## src/rtl/core/assert_macros.svh

```systemverilog
// assertion macros shared by the compressor rtl
// no dependencies; bodies are empty when SYNTHESIS is defined
`ifndef ASSERT_MACROS_SVH
`define ASSERT_MACROS_SVH
`ifndef SYNTHESIS
`define SKC_ASSERT_IMP(name, clk, rst_n, ante, cons) \
    name: assert property (@(posedge clk) disable iff (!rst_n) (ante) |-> (cons)) \
        else $error("assertion failed");
`define SKC_ASSERT_NXT(name, clk, rst_n, ante, cons) \
    name: assert property (@(posedge clk) disable iff (!rst_n) (ante) |=> (cons)) \
        else $error("assertion failed");
`else
`define SKC_ASSERT_IMP(name, clk, rst_n, ante, cons)
`define SKC_ASSERT_NXT(name, clk, rst_n, ante, cons)
`endif
`endif

```

## src/rtl/core/skc_pkg.sv

```systemverilog
// types, constants and constant functions of the compressor
// no dependencies
package skc_pkg;

    localparam int CFG_IDX_W  = 4;
    localparam int CFG_DATA_W = 24;

    localparam logic [CFG_IDX_W-1:0] CFG_THRESHOLD = 4'd0;
    localparam logic [CFG_IDX_W-1:0] CFG_SLOPE     = 4'd1;
    localparam logic [CFG_IDX_W-1:0] CFG_ATTACK    = 4'd2;
    localparam logic [CFG_IDX_W-1:0] CFG_RELEASE   = 4'd3;
    localparam logic [CFG_IDX_W-1:0] CFG_KNEE      = 4'd4;
    localparam logic [CFG_IDX_W-1:0] CFG_MAKEUP    = 4'd5;
    localparam logic [CFG_IDX_W-1:0] CFG_SIDE_AMT  = 4'd6;
    localparam logic [CFG_IDX_W-1:0] CFG_SIDE_EN   = 4'd7;

    localparam int DB_PER_LOG2 = 394566;
    localparam int LOG2_PER_DB = 2786635;
    localparam int DB_FLOOR    = -25600;
    localparam int RED_MAX     = 16384;

    typedef struct packed {
        logic signed [14:0] threshold_db;
        logic [15:0]        slope;
        logic [23:0]        attack_coef;
        logic [23:0]        release_coef;
        logic [12:0]        knee_db;
        logic [12:0]        makeup_db;
        logic [16:0]        side_amount;
        logic               side_enable;
    } skc_cfg_t;

    typedef struct packed {
        logic empty;
        logic full;
    } skc_q_stat_t;

    function automatic logic [63:0] skc_isqrt(input logic [63:0] x_in);
        logic [63:0] x;
        logic [63:0] r;
        logic [63:0] b;
        x = x_in;
        r = '0;
        b = 64'h4000_0000_0000_0000;
        for (int i = 0; i < 32; i++)
        begin
            if (x >= r + b)
            begin
                x = x - (r + b);
                r = (r >> 1) + b;
            end
            else
            begin
                r = r >> 1;
            end
            b = b >> 2;
        end
        return r;
    endfunction

    // 2^(2^-(16-k)) in Q1.30, by repeated square roots
    function automatic logic [30:0] skc_base(input int k);
        logic [63:0] b;
        b = 64'h8000_0000;
        for (int i = 0; i < 16; i++)
        begin
            if (i <= 15 - k)
            begin
                b = skc_isqrt(b << 30);
            end
        end
        return b[30:0];
    endfunction

endpackage

```

## src/rtl/core/skc_if.sv

```systemverilog
// beat interfaces of the compressor: sample input and result output
// no dependencies
interface skc_in_if #(parameter int SAMPLE_BITS = 24);
    logic                          valid;
    logic                          ready;
    logic signed [SAMPLE_BITS-1:0] left_sample;
    logic signed [SAMPLE_BITS-1:0] right_sample;
    logic                          right_present;
    logic signed [SAMPLE_BITS-1:0] side_left;
    logic signed [SAMPLE_BITS-1:0] side_right;
    logic                          side_present;
    logic                          side_right_present;

    modport source (output valid, left_sample, right_sample, right_present, side_left,
                    side_right, side_present, side_right_present, input ready);
    modport sink (input valid, left_sample, right_sample, right_present, side_left,
                  side_right, side_present, side_right_present, output ready);
endinterface


```

## src/rtl/core/skc_front.sv

```systemverilog
// detector front: takes sample beats, blends sidechain, updates envelope
// depends on skc_pkg and skc_if
module skc_front
    import skc_pkg::*;
#(
    parameter int SB = 24
)
(
    input  logic            clk,
    input  logic            rst_n,
    skc_in_if.sink          in_ch,
    input  skc_cfg_t        cfg,
    input  skc_q_stat_t     q_stat,
    output logic            push,
    output logic [3*SB-1:0] push_data
);

    localparam int EW = SB - 1;

    localparam logic [2:0] F_IDLE = 3'd0;
    localparam logic [2:0] F_B1   = 3'd1;
    localparam logic [2:0] F_B2   = 3'd2;
    localparam logic [2:0] F_B3   = 3'd3;
    localparam logic [2:0] F_ENV  = 3'd4;
    localparam logic [2:0] F_UPD  = 3'd5;
    localparam logic [2:0] F_PUSH = 3'd6;

    logic [2:0]    state_reg;
    logic [2:0]    state_next;
    logic [EW-1:0] det_reg;
    logic [EW-1:0] sd_reg;
    logic [EW-1:0] env_reg;
    logic          rise_reg;
    logic [55:0]   acc_reg;
    logic [55:0]   prod_reg;
    logic [SB-1:0] ls_reg;
    logic [SB-1:0] rs_reg;
    logic          rp_reg;

    logic [31:0]   fa;
    logic [23:0]   fb;
    logic [16:0]   amt;
    logic [EW-1:0] ml;
    logic [EW-1:0] mr;
    logic [EW-1:0] sl;
    logic [EW-1:0] sr;
    logic [EW-1:0] rnd;
    logic          accept;

    function automatic logic [EW-1:0] mag_sat(input logic [SB-1:0] v);
        logic [SB-1:0] a;
        a = v[SB-1] ? ({SB{1'b0}} - v) : v;
        return a[SB-1] ? {EW{1'b1}} : a[EW-1:0];
    endfunction

    assign ml  = mag_sat(in_ch.left_sample);
    assign mr  = in_ch.right_present ? mag_sat(in_ch.right_sample) : ml;
    assign sl  = mag_sat(in_ch.side_left);
    assign sr  = in_ch.side_right_present ? mag_sat(in_ch.side_right) : sl;
    assign amt = (cfg.side_amount[16] && (|cfg.side_amount[15:0])) ? 17'h10000
                                                                     : cfg.side_amount;
    assign rnd = EW'((prod_reg + 56'h80_0000) >> 24);

    assign in_ch.ready = (state_reg == F_IDLE);
    assign accept      = in_ch.valid && (state_reg == F_IDLE);
    assign push        = (state_reg == F_PUSH) && !q_stat.full;
    assign push_data   = {rp_reg, rs_reg, ls_reg, env_reg};

    always_comb
    begin
        fa = '0;
        fb = '0;
        case (state_reg)
            F_B1:
            begin
                fa = 32'(det_reg);
                fb = 24'(17'h10000 - amt);
            end
            F_B2:
            begin
                fa = 32'(sd_reg);
                fb = 24'(amt);
            end
            F_ENV:
            begin
                fa = (det_reg > env_reg) ? 32'(det_reg - env_reg) : 32'(env_reg - det_reg);
                fb = (det_reg > env_reg) ? cfg.attack_coef : cfg.release_coef;
            end
            default:
            begin
                fa = '0;
                fb = '0;
            end
        endcase
    end

    always_comb
    begin
        state_next = state_reg;
        unique case (state_reg)
            F_IDLE:
            begin
                if (in_ch.valid)
                begin
                    state_next = (cfg.side_enable && in_ch.side_present) ? F_B1 : F_ENV;
                end
            end
            F_B1:   state_next = F_B2;
            F_B2:   state_next = F_B3;
            F_B3:   state_next = F_ENV;
            F_ENV:  state_next = F_UPD;
            F_UPD:  state_next = F_PUSH;
            F_PUSH:
            begin
                if (!q_stat.full)
                begin
                    state_next = F_IDLE;
                end
            end
            default: state_next = F_IDLE;
        endcase
    end

    always_ff @(posedge clk or negedge rst_n)
    begin
        if (!rst_n)
        begin
            state_reg <= F_IDLE;
            env_reg   <= '0;
        end
        else
        begin
            state_reg <= state_next;
            if (state_reg == F_UPD)
            begin
                env_reg <= rise_reg ? (det_reg - rnd) : (det_reg + rnd);
            end
        end
    end

    always_ff @(posedge clk)
    begin
        prod_reg <= 56'(fa) * 56'(fb);
        if (accept)
        begin
            det_reg <= (ml > mr) ? ml : mr;
            sd_reg  <= (sl > sr) ? sl : sr;
            ls_reg  <= in_ch.left_sample;
            rs_reg  <= in_ch.right_sample;
            rp_reg  <= in_ch.right_present;
        end
        if (state_reg == F_B2)
        begin
            acc_reg <= prod_reg;
        end
        if (state_reg == F_B3)
        begin
            det_reg <= EW'((acc_reg + prod_reg + 56'd32768) >> 16);
        end
        if (state_reg == F_ENV)
        begin
            rise_reg <= (det_reg > env_reg);
        end
    end

endmodule

```

## src/flat_wrapper.sv

```systemverilog
// flat-port wrapper written by rule: the top's interface ports become plain ports
module skc_front_flat import skc_pkg::*;
#(
    parameter int SB = 24
)
  (clk, rst_n, cfg, q_stat, push, push_data, in_ch_valid, in_ch_left_sample, in_ch_right_sample, in_ch_right_present, in_ch_side_left, in_ch_side_right, in_ch_side_present, in_ch_side_right_present, in_ch_ready);
  skc_in_if in_ch_i ();
  input  logic clk;
  input  logic rst_n;
  input  skc_cfg_t cfg;
  input  skc_q_stat_t q_stat;
  output logic push;
  output logic [3*SB-1:0] push_data;
  input wire logic [$bits(in_ch_i.valid)-1:0] in_ch_valid;
  input wire logic [$bits(in_ch_i.left_sample)-1:0] in_ch_left_sample;
  input wire logic [$bits(in_ch_i.right_sample)-1:0] in_ch_right_sample;
  input wire logic [$bits(in_ch_i.right_present)-1:0] in_ch_right_present;
  input wire logic [$bits(in_ch_i.side_left)-1:0] in_ch_side_left;
  input wire logic [$bits(in_ch_i.side_right)-1:0] in_ch_side_right;
  input wire logic [$bits(in_ch_i.side_present)-1:0] in_ch_side_present;
  input wire logic [$bits(in_ch_i.side_right_present)-1:0] in_ch_side_right_present;
  output wire logic [$bits(in_ch_i.ready)-1:0] in_ch_ready;
  assign in_ch_i.valid = in_ch_valid;
  assign in_ch_i.left_sample = in_ch_left_sample;
  assign in_ch_i.right_sample = in_ch_right_sample;
  assign in_ch_i.right_present = in_ch_right_present;
  assign in_ch_i.side_left = in_ch_side_left;
  assign in_ch_i.side_right = in_ch_side_right;
  assign in_ch_i.side_present = in_ch_side_present;
  assign in_ch_i.side_right_present = in_ch_side_right_present;
  assign in_ch_ready = in_ch_i.ready;
  skc_front #(.SB(SB)) u_core (.clk(clk), .rst_n(rst_n), .in_ch(in_ch_i), .cfg(cfg), .q_stat(q_stat), .push(push), .push_data(push_data));
endmodule
```

## config.mk

```make
export PLATFORM = sky130hd
export DESIGN_NAME = skc_front_flat
export DESIGN_NICKNAME = d
export VERILOG_FILES = /design/src/rtl/core/assert_macros.svh /design/src/rtl/core/skc_pkg.sv /design/src/rtl/core/skc_if.sv /design/src/rtl/core/skc_front.sv /design/src/flat_wrapper.sv
export SDC_FILE = /design/constraint.sdc
export NUM_CORES = 2
export LEC_CHECK = 0
export BUFFER_PORTS_ARGS = -buffer_cell sky130_fd_sc_hd__buf_2
export CAP_MARGIN = 20
export CORE_MARGIN = 3
export CORE_UTILIZATION = 57
export DETAILED_ROUTE_END_ITERATION = 7
export GPL_TIMING_DRIVEN = 0
export PLACE_DENSITY = 0.82
export SLEW_MARGIN = 20
export SYNTH_ARGS = -nofsm -noshare
export SYNTH_HDL_FRONTEND = slang
export SYNTH_SLANG_ARGS = --single-unit
```

## constraint.sdc

```tcl
create_clock -name clk -period 9.8 [get_ports clk]
set_input_delay 1.47 -clock clk [delete_from_list [all_inputs] [get_ports clk]]
set_output_delay 1.47 -clock clk [all_outputs]
set_load 0.03 [all_outputs]
```

==> results.py <==
metrics = {
    "outcome": {
        "status": "complete, but fails checks",
        "violations": "negative setup slack",
    },
    "floorplanning": {
        "die_h_um": 265,
        "dieArea_um2": 70200,
        "die_w_um": 265,
        "rows": 94,
        "initial_utilization_pct": 57.9,
        "io_pins": 301,
        "core_area_um2": 66100,
    },
    "timing": {
        "hold_viol": 0,
        "rsz0062_at_grt": "yes",
        "period_minus_slack_ns": 10.29,
        "setup_viol": 15,
        "timing.fmax_mhz": 97.2,
        "slew-limit-headroom_pct": 18.5,
        "fin_ws_ns": -0.486,
        "fin_worst_skew_ns": 0.0245,
        "fin_crit_sh_pct": 105,
        "maxSlewViolCount": 0,
        "worst_pin_slew_ns": 1.22,
    },
    "clocking": {
        "cts_root_buf": "clkbuf_16",
        "numCtsBuffers": 23,
        "ctsLongestPathBuffers": 3,
        "hold_buffers": 0,
        "clock_sinks": 208,
        "cts-htree-levels": 1,
        "path_clk_slew_ns": 0.06,
        "clock_latency_ns": 0.56,
        "cts_tree": "yes",
    },
    "setup_path": {
        "crit_path_end_kind": "flop",
        "arrival_ns": 10.76,
        "cp_data_required_time_ns": 10.28,
        "crit_family": "adder cells",
        "start_kind": "flop",
        "critPathBufInv": 11,
        "worstSetupPathType": "reg2reg",
        "cpMostUsedCell": "fa_1",
        "slowest_delay_ns": 0.59,
        "cp_max_fo": 6,
        "crit_slowest_cell": "fa_1",
    },
    "final_layout": {
        "layout-drive-gt1-share_pct": 17.9,
        "fill_cells": 4991,
        "layout_commonest_cell": "inv_1",
        "largest_reg_flops": 47,
        "final_area_um2": 45200,
        "nNetsFinal": 5957,
        "area_delta_synth_final_pct": 18.2,
        "final_cell_mix": "742 x inv_1, 617 x nand2_1, 566 x fa_1",
    },
    "yosys": {
        "synth-compound-area-share_pct": 12.5,
        "synth_cell_types": 88,
        "yosys_warnings": 0,
        "ys_top_cells_by_area": "fa_1 31%, ha_1 11%, edfxtp_1 11%",
        "ys_seq_elements": 208,
        "yosys.area.top_type": "fa_1",
        "synthMuxAreaShare_pct": 1.28,
        "syn_avg_cell_area_um2": 8.74,
        "synth_xor_area_share_pct": 5.45,
        "synth-simple-area-share_pct": 15.1,
        "synth_edf_count": 135,
        "synth_fp_nets": 5519,
        "syn_inst": 4376,
        "synth_flop_cell": "edfxtp_1",
        "synth_top_family_by_area": "adder cells",
        "yosys.area.top_type_share_pct": 30.6,
        "syn_area_um2": 38200,
        "ys_seq_area_share_pct": 14.8,
        "ys_async_sr_fraction_pct": 12.5,
        "synth_fa_ha_area_share_pct": 41.4,
    },
    "placed_design": {
        "pre_cts_ws_ns": -2.68,
        "io_buffer_count": 240,
        "dp_hpwl_um": 106000,
        "place_area_um2": 40900,
        "gp_congestion": 1.05,
    },
    "detailed_routing": {
        "num_vias": 35400,
        "drt-vias-per-instance": 6.21,
        "wirelength_um": 136000,
        "dr.pass1.iters": 8,
        "ant_nets": 0,
        "drc": 0,
        "wire_per_inst_um": 23.9,
        "drt_iter0_markers": 4054,
    },
    "grt": {
        "overflow": 0,
        "grt_pass1_wl_um": 203000,
        "grt_max_degree": 45,
        "antenna_found_initial": 9,
        "grtUsageTotal_pct": 38.0,
        "grt_pass1_vias": 35100,
    },
    "flow_run": {
        "max_cap_violations": 0,
    },
    "hold_path": {
        "worst_hold_path_type": "reg2reg",
    },
}
-- final timing paths --
| path | startpoint | endpoint | slack, ns | depth (start not counted) |
|---|---|---|---|---|
| setup / recovery | u_core.det_reg[19] | u_core.prod_reg[46] | -0.49 | 39 |
| hold / removal | u_core.prod_reg[21] | u_core.acc_reg[21] | 0.44 | 0 |
| setup reg to reg | u_core.det_reg[19] | u_core.prod_reg[46] | -0.49 | 39 |
| hold reg to reg | u_core.prod_reg[21] | u_core.acc_reg[21] | 0.44 | 0 |
| max in group asynchronous | rst_n | u_core.env_reg[21] | 8.41 | 1 |
| min in group asynchronous | rst_n | u_core.env_reg[18] | 0.93 | 1 |
-- synth_stat cells, types with 25 or more instances --
cell      instances
buf_2            50
mux2i_1          41
fa_1            585
clkbuf_1        107
and2_1           69
o21a_1           26
xor2_1          113
nor2_1          266
inv_1           762
or3_1            26
dfxtp_1          47
nand4_1          31
a211oi_1         30
ha_1            331
edfxtp_1        135
o21ai_0         202
nand3_1          54
xnor2_1         123
nand2_1         638
nor3_1           49
o31ai_1          32
a21o_1           62
dfrtp_1          26
and3_1           25
a21oi_1         183
nor2b_1          27
-- logic make-up after synthesis --
group / after synthesis
flip-flops: 208
AO/OA/AOI/OAI: 745
adder cells (fa/ha/maj): 916
multiplexers: 48
XOR/XNOR: 237
buffers and inverters: 937
AND/OR/NAND/NOR: 1285
-- area by class of cell --
cell class | instances | area [µm²] | area share, %
flip-flops and latches | 208 | 5650 | 12.5
clock buffers | 25 | 604 | 1.34
plain buffers | 161 | 1230 | 2.72
multi-input cells | 3231 | 30600 | 67.7
diodes | 9 | 22.5 | 0.0498
inverters | 764 | 2870 | 6.35
repair buffers | 425 | 2840 | 6.28
clock inverters | 17 | 303 | 0.670
well taps | 864 | 1080 | 2.39
-- per-stage QoR --
step / hold slack (ns) / cells / util, % / TNS, ns
global placement: 0.413 / 5480 / 61.7 / -63.53
detailed placement: 0.427 / 5486 / 61.9 / -58.22
CTS: 0.438 / 5657 / 67.3 / -0.372
floorplan: 0.408 / 4376 / - / -0.493
global route: 0.446 / 5697 / 68.4 / -6.08
finish: 0.444 / 5704 / 68.4 / -3.64
-- routing by layer --
layer	vias up	share of wire (%)	global-route usage, %
met1	17000	34	47.7
met4	6	8.4	23.5
li1	15100	-	-
met5	-	0.021	0
met3	728	14	11.7
met2	2591	43	57.9
-- what timing repair did --
item                                    4_1_cts  5_1_grt
endpoints found under the setup margin       36       23
pin swaps                                    98       66
gates cloned                                  3        1
gates resized for setup                     390       94
buffers inserted                            139       37
Power is not shown: default switching activity piles up to over one toggle a cycle in this logic, so the estimate is an artifact.
