## src/rtl/core/assert_macros.svh

```systemverilog
// assertion macros shared by the compressor rtl
// no dependencies; bodies are empty when SYNTHESIS is defined
`ifndef ASSERT_MACROS_SVH
`define ASSERT_MACROS_SVH
`ifndef SYNTHESIS
`define SKC_ASSERT_IMP(name, clk, rst_n, ante, cons) \
    name: assert property (@(posedge clk) disable iff (!rst_n) (ante) |-> (cons)) \
        else $error("assertion failed");
`define SKC_ASSERT_NXT(name, clk, rst_n, ante, cons) \
    name: assert property (@(posedge clk) disable iff (!rst_n) (ante) |=> (cons)) \
        else $error("assertion failed");
`else
`define SKC_ASSERT_IMP(name, clk, rst_n, ante, cons)
`define SKC_ASSERT_NXT(name, clk, rst_n, ante, cons)
`endif
`endif

```

## src/rtl/core/skc_pkg.sv

```systemverilog
// types, constants and constant functions of the compressor
// no dependencies
package skc_pkg;

    localparam int CFG_IDX_W  = 4;
    localparam int CFG_DATA_W = 24;

    localparam logic [CFG_IDX_W-1:0] CFG_THRESHOLD = 4'd0;
    localparam logic [CFG_IDX_W-1:0] CFG_SLOPE     = 4'd1;
    localparam logic [CFG_IDX_W-1:0] CFG_ATTACK    = 4'd2;
    localparam logic [CFG_IDX_W-1:0] CFG_RELEASE   = 4'd3;
    localparam logic [CFG_IDX_W-1:0] CFG_KNEE      = 4'd4;
    localparam logic [CFG_IDX_W-1:0] CFG_MAKEUP    = 4'd5;
    localparam logic [CFG_IDX_W-1:0] CFG_SIDE_AMT  = 4'd6;
    localparam logic [CFG_IDX_W-1:0] CFG_SIDE_EN   = 4'd7;

    localparam int DB_PER_LOG2 = 394566;
    localparam int LOG2_PER_DB = 2786635;
    localparam int DB_FLOOR    = -25600;
    localparam int RED_MAX     = 16384;

    typedef struct packed {
        logic signed [14:0] threshold_db;
        logic [15:0]        slope;
        logic [23:0]        attack_coef;
        logic [23:0]        release_coef;
        logic [12:0]        knee_db;
        logic [12:0]        makeup_db;
        logic [16:0]        side_amount;
        logic               side_enable;
    } skc_cfg_t;

    typedef struct packed {
        logic empty;
        logic full;
    } skc_q_stat_t;

    function automatic logic [63:0] skc_isqrt(input logic [63:0] x_in);
        logic [63:0] x;
        logic [63:0] r;
        logic [63:0] b;
        x = x_in;
        r = '0;
        b = 64'h4000_0000_0000_0000;
        for (int i = 0; i < 32; i++)
        begin
            if (x >= r + b)
            begin
                x = x - (r + b);
                r = (r >> 1) + b;
            end
            else
            begin
                r = r >> 1;
            end
            b = b >> 2;
        end
        return r;
    endfunction

    // 2^(2^-(16-k)) in Q1.30, by repeated square roots
    function automatic logic [30:0] skc_base(input int k);
        logic [63:0] b;
        b = 64'h8000_0000;
        for (int i = 0; i < 16; i++)
        begin
            if (i <= 15 - k)
            begin
                b = skc_isqrt(b << 30);
            end
        end
        return b[30:0];
    endfunction

endpackage

```

## src/rtl/core/skc_queue.sv

```systemverilog
// two-entry queue between detector front and gain back
// depends on skc_pkg and assert_macros.svh
`include "assert_macros.svh"
module skc_queue
    import skc_pkg::*;
#(
    parameter int WIDTH = 72
)
(
    input  logic             clk,
    input  logic             rst_n,
    input  logic             push,
    input  logic [WIDTH-1:0] push_data,
    input  logic             pop,
    output logic [WIDTH-1:0] pop_data,
    output skc_q_stat_t      stat
);

    logic [WIDTH-1:0] mem_reg [2];
    logic             wr_ptr_reg;
    logic             rd_ptr_reg;
    logic [1:0]       cnt_reg;

    always_ff @(posedge clk or negedge rst_n)
    begin
        if (!rst_n)
        begin
            wr_ptr_reg <= 1'b0;
            rd_ptr_reg <= 1'b0;
            cnt_reg    <= 2'd0;
        end
        else
        begin
            if (push)
            begin
                wr_ptr_reg <= ~wr_ptr_reg;
            end
            if (pop)
            begin
                rd_ptr_reg <= ~rd_ptr_reg;
            end
            if (push && !pop)
            begin
                cnt_reg <= cnt_reg + 2'd1;
            end
            else if (pop && !push)
            begin
                cnt_reg <= cnt_reg - 2'd1;
            end
        end
    end

    always_ff @(posedge clk)
    begin
        if (push)
        begin
            mem_reg[wr_ptr_reg] <= push_data;
        end
    end

    assign pop_data   = mem_reg[rd_ptr_reg];
    assign stat.empty = (cnt_reg == 2'd0);
    assign stat.full  = (cnt_reg == 2'd2);

    `SKC_ASSERT_IMP(a_no_overrun, clk, rst_n, push, cnt_reg != 2'd2)
    `SKC_ASSERT_IMP(a_no_underrun, clk, rst_n, pop, cnt_reg != 2'd0)

endmodule

```

## config.mk

```make
export PLATFORM = sky130hd
export DESIGN_NAME = skc_queue
export DESIGN_NICKNAME = d
export VERILOG_FILES = /design/src/rtl/core/skc_pkg.sv /design/src/rtl/core/skc_queue.sv
export VERILOG_INCLUDE_DIRS = /design/src /design/src/rtl/core
export SDC_FILE = /design/constraint.sdc
export NUM_CORES = 1
export LEC_CHECK = 0
export BUFFER_PORTS_ARGS = -buffer_cell sky130_fd_sc_hd__buf_2
export CORE_MARGIN = 10
export CORE_UTILIZATION = 40
export CTS_CLUSTER_DIAMETER = 120
export DETAILED_ROUTE_END_ITERATION = 16
export HOLD_SLACK_MARGIN = 0.05
export PLACE_DENSITY = 0.66
export SKIP_LAST_GASP = 1
export SLEW_MARGIN = 20
export SYNTH_ARGS = -nofsm -noshare
export SYNTH_HDL_FRONTEND = slang
export SYNTH_SLANG_ARGS = --single-unit
export TNS_END_PERCENT = 30
```

## constraint.sdc

```tcl
create_clock -name clk -period 5.5 [get_ports clk]
set_input_delay 0.275 -clock clk [delete_from_list [all_inputs] [get_ports clk]]
set_output_delay 0.275 -clock clk [all_outputs]
set_load 0.005 [all_outputs]
```

==> key figures, run 1 <==
STA
  • Min setup slack post-route: 2.65 ns
  • Worst Tran Pin Value: 1.00 ns
  • Skew final: 0.00458 ns
  • Minimum clock period: 2.85 ns
  • Setup-failing EPs final: 0
  • Hold Violations, Final: 0
  • Setup TNS: 0 ns
  • RSZ-0062 raised after global routing: no
  • Slew margin rel.: 0.334
  • Count of final max-slew check failures: 0
  • F_max: 351 MHz
  • Fin crit share: 0.518

Clock network
  • CTS tree: built
  • Hold buffers post-CTS: 70
  • CTS sink count: 148
  • CTS-repair resized insts: 0
  • Total CTS buffers: 17
  • Worst-path clk slew: 0.06 ns
  • Worst-case clock buffer depth: 2
  • Clk Latency, worst-skew pair: 0.41 ns
  • Postcts setup bufs: 0
  • Root buf cell: clkbuf_16
  • Htree depth: 4

Synth
  • Synth Area per Inst: 23.9 µm²
  • Synthesis Warnings: 0
  • Distinct cells, synth: 13
  • Synthesized flop and latch total: 148
  • Sequential area share after synthesis: 0.772
  • Post-synth top area cell: edfxtp_1
  • Post-synthesis cell area: 5730 µm²
  • Yosys top cell area share: 0.754
  • Mapped Cells: 240
  • Synth Net Count: 317
  • Synth area leaders: edfxtp_1, mux2_4, buf_12

Finish
  • Multi-input gate area: 1160 µm²
  • Nets@finish: 549
  • Synthesis-to-finish area growth: 36.8%
  • Final Core Density: 0.563
  • Max reg flops: 144
  • ANT cells: 0
  • Fraction of layout cells with a size suffix above 1: 0.526
  • Register area: 4430 µm²
  • Fill cell count: 1,065

Power and ir drop
  • Sw Ratio: 0.258
  • Power share of the clock group: 0.291
  • Static Leakage: 3.19 nW
  • Sequential power share: 0.437
  • PD cells: 476 nW/µm²
  • P_int: 0.00277 W
  • Maximum VDD drop: 0.000349 V
  • Sw power: 0.000962 W
  • Comb pwr share: 0.271

Floorplanning
  • FP Rows: 43
  • Core area: 13,900 µm²
  • Initial core utilization: 0.411
  • DIE HEIGHT: 140 µm
  • I/O pins: 150
  • Die area: 19,500 µm²
  • Die width: 140 µm

Worst setup path
  • Critical Path AT: 2.57 ns
  • CP endpoint kind: output port
  • Crit Path Max Fanout: 38
  • Startpoint types: flop
  • Worst R2R Path Depth: 2
  • R2r startpoint: wr_ptr_reg
  • Reg2reg setup slack: 3.42 ns
  • WP data required: 5.22 ns
  • Reg2reg end: mem_reg[0][23]
  • Setup CP Type: flop to output port

Detailed routing
  • First-pass DRT Iterations: 4
  • Via Count: 2,961
  • Routed len/inst: 16.8 µm
  • DRC: 0
  • Vias per cell: 4.45
  • Routed Wire Length: 11,200 µm
  • DR iter-0 viols: 110
  • Routed Antenna Nets: 0

Min path
  • Hold Path Stages: 1
  • Hold crit path type: input port to flop
  • Hold EP: mem_reg[1][34]
  • Hold Path Origin: push_data[34]

Global routing
  • Number of global-route vias before repair: 3,532
  • Largest net degree at the start of global routing: 73
  • First-pass GRT wire length: 17,900 µm
  • GRT Residual Overflow: 0
  • All-Layer GR Usage: 0.117
  • Initial antenna violation count: 0

Place
  • Final GP Congestion: 0.683
  • Port Buf Inserts: 149
  • Place WS: 3.03 ns

Run status
  • Outcome: finished, final reports clean

Flow run
  • Max_cap viols: 0
## worst max-delay path, cell delays in order (launching register included)
cell and delay, ns:
dfrtp_4 0.87, buf_4 0.69, mux2_2 0.41, buf_2 0.13
## metrics by stage
stage                     instance area (µm²)  power, W  std cells  hold WS, ns
final                                    7840   0.00373        665       0.0711
after global routing                     7840   0.00393        665       0.0521
after CTS                                7840   0.00381        665       0.0509
after detailed placement                 6580   0.00267        563       0.0862
after global placement                   6580   0.00265        563       0.0865
after floorplan                          5730   0.00238        240      -0.0206
## cell usage in the layout, fill, tap and decap left out, types with 2 or more instances in the layout
cell type | netlist | routed
buf_2 | 0 | 149
clkinv_2 | 0 | 6
nor2_1 | 2 | 2
mux2_4 | 69 | 69
dlygate4sd3_1 | 0 | 70
clkbuf_1 | 0 | 3
clkbuf_16 | 0 | 17
buf_4 | 0 | 2
bufinv_16 | 0 | 2
clkinvlp_4 | 0 | 3
dfrtp_1 | 4 | 3
edfxtp_1 | 144 | 144
mux2_2 | 3 | 3
xor2_1 | 4 | 4
## kinds of logic after synthesis
group | count (synthesis) | share of synthesized area
buffers and inverters | 9 | 0.0271
XOR/XNOR | 5 | 0.00764
AND/OR/NAND/NOR | 5 | 0.00458
multiplexers | 72 | 0.187
flip-flops | 148 | 0.772
adder cells (fa/ha/maj) | 1 | 0.00218
## layout make-up
type                    instances  area share
multi-input cells              83       0.148
well taps                     180      0.0287
inverters                       1    0.000479
clock buffers                  21      0.0574
flip-flops and latches        148       0.565
repair buffers                221       0.186
clock inverters                11      0.0144
## power groups by stage
stage	Clock [W]	Combinational, W	Sequential (W)
2_1_floorplan	0	0.000793	0.00158
3_3_place_gp	0	0.00100	0.00165
3_5_place_dp	0	0.00101	0.00166
4_1_cts	0.00112	0.00105	0.00164
5_1_grt	0.00116	0.00110	0.00166
6_report	0.00109	0.00101	0.00163
## how the worst max path moves through the flow
| stage | start | slack, ns | endpoint |
|---|---|---|---|
| 2_1_floorplan | wr_ptr_reg | 1.39 | mem_reg[0][0] |
| 3_3_place_gp | rd_ptr_reg | 3.05 | pop_data[68] |
| 3_5_place_dp | rd_ptr_reg | 3.03 | pop_data[68] |
| 4_1_cts | rd_ptr_reg | 2.57 | pop_data[68] |
| 5_1_grt | rd_ptr_reg | 2.50 | pop_data[68] |
| 6_report | rd_ptr_reg | 2.65 | pop_data[68] |
## synth_stat cells (all sizes together)
library cell / n
buf: 8
mux2: 72
and2: 1
nor2b: 2
ha: 1
inv: 1
dfrtp: 4
edfxtp: 144
xnor2: 1
xor2: 4
nor2: 2
## layer usage
metal / GRT usage / share of wire / vias to the layer above
li1: - / - / 1413
met1: 0.121 / 0.39 / 1431
met2: 0.197 / 0.52 / 99
met3: 0.0527 / 0.077 / 18
met4: 0.0538 / 0.019 / 0
met5: 0 / 0 / -
Note: power is estimated with default switching activity, not from simulation.
==> run 2: changes to the inputs <==
--- a/config.mk
+++ b/config.mk
@@ -6,13 +6,14 @@
 export SDC_FILE = /design/constraint.sdc
 export NUM_CORES = 1
 export LEC_CHECK = 0
+export ABC_AREA = 1
 export BUFFER_PORTS_ARGS = -buffer_cell sky130_fd_sc_hd__buf_2
 export CORE_MARGIN = 10
 export CORE_UTILIZATION = 40
 export CTS_CLUSTER_DIAMETER = 120
 export DETAILED_ROUTE_END_ITERATION = 16
 export HOLD_SLACK_MARGIN = 0.05
-export PLACE_DENSITY = 0.66
+export PLACE_DENSITY = 0.69
 export SKIP_LAST_GASP = 1
 export SLEW_MARGIN = 20
 export SYNTH_ARGS = -nofsm -noshare
==> constraint.sdc (replaced) <==
create_clock -name clk -period 2.4 [get_ports clk]
set_input_delay 0.12 -clock clk [delete_from_list [all_inputs] [get_ports clk]]
set_output_delay 0.12 -clock clk [all_outputs]
set_load 0.005 [all_outputs]
==> run 2 against run 1 <==
- routed wire length grew 4.7%
- core utilization grew 1.3 points
- global-route usage grew 0.52 points
- area after synthesis grew 0.35%
- first-iteration DRC count shrank 17%
- count of clock-buffer cells in the layout is the same
- register-to-register slack lost 2.6 ns
- cell count grew 3.3%
- clock skew grew 0.0016 ns
- combinational power grew 150%
- critical path type unchanged
==> key figures, run 2 <==
Run status
  • Outcome: finished, final reports clean

Global routing
  • GRT Residual Overflow: 0 (unchanged)
  • Number of global-route vias before repair: 3,475 (-1.6%)
  • Largest net degree at the start of global routing: 34 (-53%)
  • All-Layer GR Usage: 0.122 (+0.00523)
  • Initial antenna violation count: 1 (+1)
  • First-pass GRT wire length: 18,700 µm (+4.4%)

Power and ir drop
  • Sw Ratio: 0.252 (-0.00599)
  • Comb pwr share: 0.281 (+0.010)
  • Sequential power share: 0.415 (-0.022)
  • Maximum VDD drop: 0.000612 V (+76%)
  • Static Leakage: 3.31 nW (+3.8%)
  • Power Total: 0.00888 W (+140%)
  • Power share of the clock group: 0.304 (+0.013)
  • Sw power: 0.00223 W (+130%)
  • P_int: 0.00665 W (+140%)
  • PD cells: 1100 nW/µm² (+130%)

Place
  • Port Buf Inserts: 149 (unchanged)
  • Placed Cells incl. Taps: 578 (+2.7%)
  • Final GP Congestion: 0.688 (+0.72%)
  • DP Wirelength: 7760 µm
  • Place WS: 0.755 ns (-2.27 ns)

Clock network
  • Root buf cell: clkbuf_16
  • CTS sink count: 148 (unchanged)
  • Postcts setup bufs: 0 (unchanged)
  • Worst-path clk slew: 0.05 ns (about the same)
  • Worst-case clock buffer depth: 2 (unchanged)
  • Total CTS buffers: 17 (unchanged)
  • Clk Latency, worst-skew pair: 0.41 ns (about the same)
  • Htree depth: 4 (unchanged)
  • CTS tree: built

Floorplanning
  • FP Rows: 43 (unchanged)
  • I/O pins: 150 (unchanged)
  • Die width: 140 µm (+0.15%)
  • Initial core utilization: 0.411 (about the same)
  • Die area: 19,600 µm² (+0.30%)
  • Core area: 14,000 µm² (+0.39%)
  • DIE HEIGHT: 140 µm (+0.15%)

Min path
  • Hold Path Stages: 2 (+1)
  • Hold EP: mem_reg[1][1]
  • Hold crit path type: input port to flop
  • Hold Path Origin: push_data[1]

Finish
  • Fill cell count: 1,084 (+1.8%)
  • Nets@finish: 570 (+3.8%)
  • Synthesis-to-finish area growth: 40.1%
  • Most frequent cells in the layout: buf_2, edfxtp_1, dlygate4sd3_1
  • Most common cell after layout, fill and taps aside: buf_2
  • Post-route insts no fill: 687 (+3.3%)
  • Fraction of layout cells with a size suffix above 1: 0.516 (-0.00996)
  • Max reg flops: 144 (unchanged)

Synth
  • Synth area leaders: edfxtp_1, mux2_4, buf_12
  • Post-synth top area cell: edfxtp_1
  • Post-synth EDFFs: 144 (unchanged)
  • Distinct cells, synth: 14 (+1)
  • Post-synthesis cell area: 5750 µm² (+0.35%)
  • Ys async rst share: 0.0270 (unchanged)
  • Most numerous cell in the Yosys netlist: edfxtp_1
  • Sequential area share after synthesis: 0.769 (-0.00269)
  • Yosys top cell area share: 0.752 (-0.00263)
  • Post-Synth Simple-Gate Area: 0.00718 (+0.00259)
  • Top post-synthesis cells by count: edfxtp_1, mux2_4, buf_12, inv_1, nand2_1
  • Synth Area per Inst: 23.1 µm² (-3.3%)
  • Compound-gate portion of the synthesized area: 0 (unchanged)
  • Synth Net Count: 326 (+2.8%)
  • Largest family of logic cells by synthesized area: multiplexers
  • Main synth FF type: edfxtp_1
  • Post-Synth Adder-Cell Area: 0.00218 (-0.00000760)
  • Synthesized flop and latch total: 148 (unchanged)
  • Synthesis Warnings: 0 (unchanged)
  • XOR/XNOR Fraction of Synth Area: 0.00457 (-0.00307)
  • Mux cell area share after synthesis: 0.186 (-0.000650)
  • Mapped Cells: 249 (+3.8%)

Worst setup path
  • CP Cell Sequence: buf_12 > mux2_4 > buf_2
  • Reg2reg setup slack: 0.81 ns (-2.61 ns)
  • Setup CP Type: flop to output port
  • Reg2reg end: mem_reg[1][55]
  • Crit path buf inv count: 2 (unchanged)
  • Crit-path max cell delay: 0.72 ns (-0.15 ns)
  • Startpoint types: flop
  • Worst path slowest cell: dfrtp_4
  • CP endpoint kind: output port
  • Critical Path AT: 1.93 ns (-0.64 ns)
  • WP data required: 2.28 ns (-2.94 ns)
  • CP top delay family: flip-flops
  • R2r startpoint: wr_ptr_reg
  • Crit Path Max Fanout: 27 (-29%)
  • Worst R2R Path Depth: 3 (+1)

Detailed routing
  • DRC: 0 (unchanged)
  • Routed len/inst: 17.0 µm (+1.3%)
  • Routed Wire Length: 11,700 µm (+4.7%)
  • First-pass DRT Iterations: 4 (unchanged)
  • Vias per cell: 4.42 (-0.65%)
  • DR iter-0 viols: 91 (-17%)
  • Routed Antenna Nets: 0 (unchanged)
  • Via Count: 3,039 (+2.6%)

STA
  • Minimum clock period: 2.05 ns
  • Slew margin rel.: 0.671 (+0.338)
  • Min setup slack post-route: 0.354 ns (-2.30 ns)
  • Fin crit share: 0.853
  • Hold Violations, Final: 0 (unchanged)
  • Setup-failing EPs final: 0 (unchanged)
  • Worst Tran Pin Value: 0.492 ns (-0.507 ns)
  • F_max: 489 MHz
  • RSZ-0062 raised after global routing: no
  • Count of final max-slew check failures: 0 (unchanged)
  • Setup TNS: 0 ns (unchanged)
  • Skew final: 0.00613 ns (+0.00155 ns)

Flow run
  • Max_cap viols: 0 (unchanged)
## run 2: cell count changes after synthesis, sizes merged, moves of 2 or more
cell,previous run,this run
xor2,4,2
inv,1,7
nand2,0,5
nor2b,2,0
## run 2: power groups by stage
| stage | Clock, W | Combinational (W) | Sequential, W |
|---|---|---|---|
| after floorplan | 0 | 0.00183 | 0.00361 |
| after global placement | 0 | 0.00245 | 0.00372 |
| after detailed placement | 0 | 0.00247 | 0.00375 |
| after CTS | 0.00278 | 0.00258 | 0.00370 |
| after global routing | 0.00289 | 0.00271 | 0.00375 |
| final | 0.00270 | 0.00249 | 0.00368 |
## run 2: final cells by class
type | instances | area [µm²] | share of cell area
sequential | 148 | 4430 | 0.550
clock buffer | 21 | 450 | 0.0559
clock inverter | 11 | 161 | 0.0200
inverter | 7 | 27.5 | 0.00342
tap | 180 | 225 | 0.0280
multi-input combinational | 86 | 1160 | 0.144
antenna | 1 | 2.50 | 0.000311
timing repair buffer | 233 | 1600 | 0.199
## run 2: how the worst max path moves through the flow
stage                from             end  cells after the start
3_5_place_dp   wr_ptr_reg  mem_reg[1][31]                      3
4_1_cts        rd_ptr_reg    pop_data[69]                      3
5_1_grt        rd_ptr_reg    pop_data[69]                      3
6_report       rd_ptr_reg     pop_data[2]                      3
3_3_place_gp   rd_ptr_reg    pop_data[71]                      3
2_1_floorplan  wr_ptr_reg   mem_reg[1][0]                      2
## run 2: stage by stage
stage	instance area, µm²	hold slack (ns)	utilization
after detailed placement	6680	-0.0625	0.478
after CTS	8050	0.402	0.576
after floorplan	5760	-0.176	-
after global routing	8050	0.421	0.576
final	8060	0.427	0.576
after global placement	6680	-0.0708	0.478
## run 2: routing by layer
| layer | wire [µm] | track usage | part of all wire | vias to the layer above |
|---|---|---|---|---|
| met5 | 0 | 0 | 0 | - |
| met4 | 89 | 0.0418 | 0.0076 | 0 |
| met3 | 889 | 0.0605 | 0.076 | 6 |
| met2 | 5930 | 0.203 | 0.51 | 103 |
| met1 | 4790 | 0.132 | 0.41 | 1468 |
| li1 | - | - | - | 1462 |
## run 2: cells by family (layout without fill, tap and decap cells)
group | after synthesis | in the layout
XOR/XNOR | 3 | 3
adder cells (fa/ha/maj) | 1 | 1
buffers and inverters | 15 | 272
flip-flops | 148 | 148
multiplexers | 72 | 72
other | 0 | 1
AND/OR/NAND/NOR | 10 | 10
## run 2: what timing repair did
| item | 4_1_cts | 5_1_grt |
|---|---|---|
| resized for setup | 0 | 0 |
| endpoints found under the hold margin | 150 | 0 |
| hold buffers | 76 | 0 |
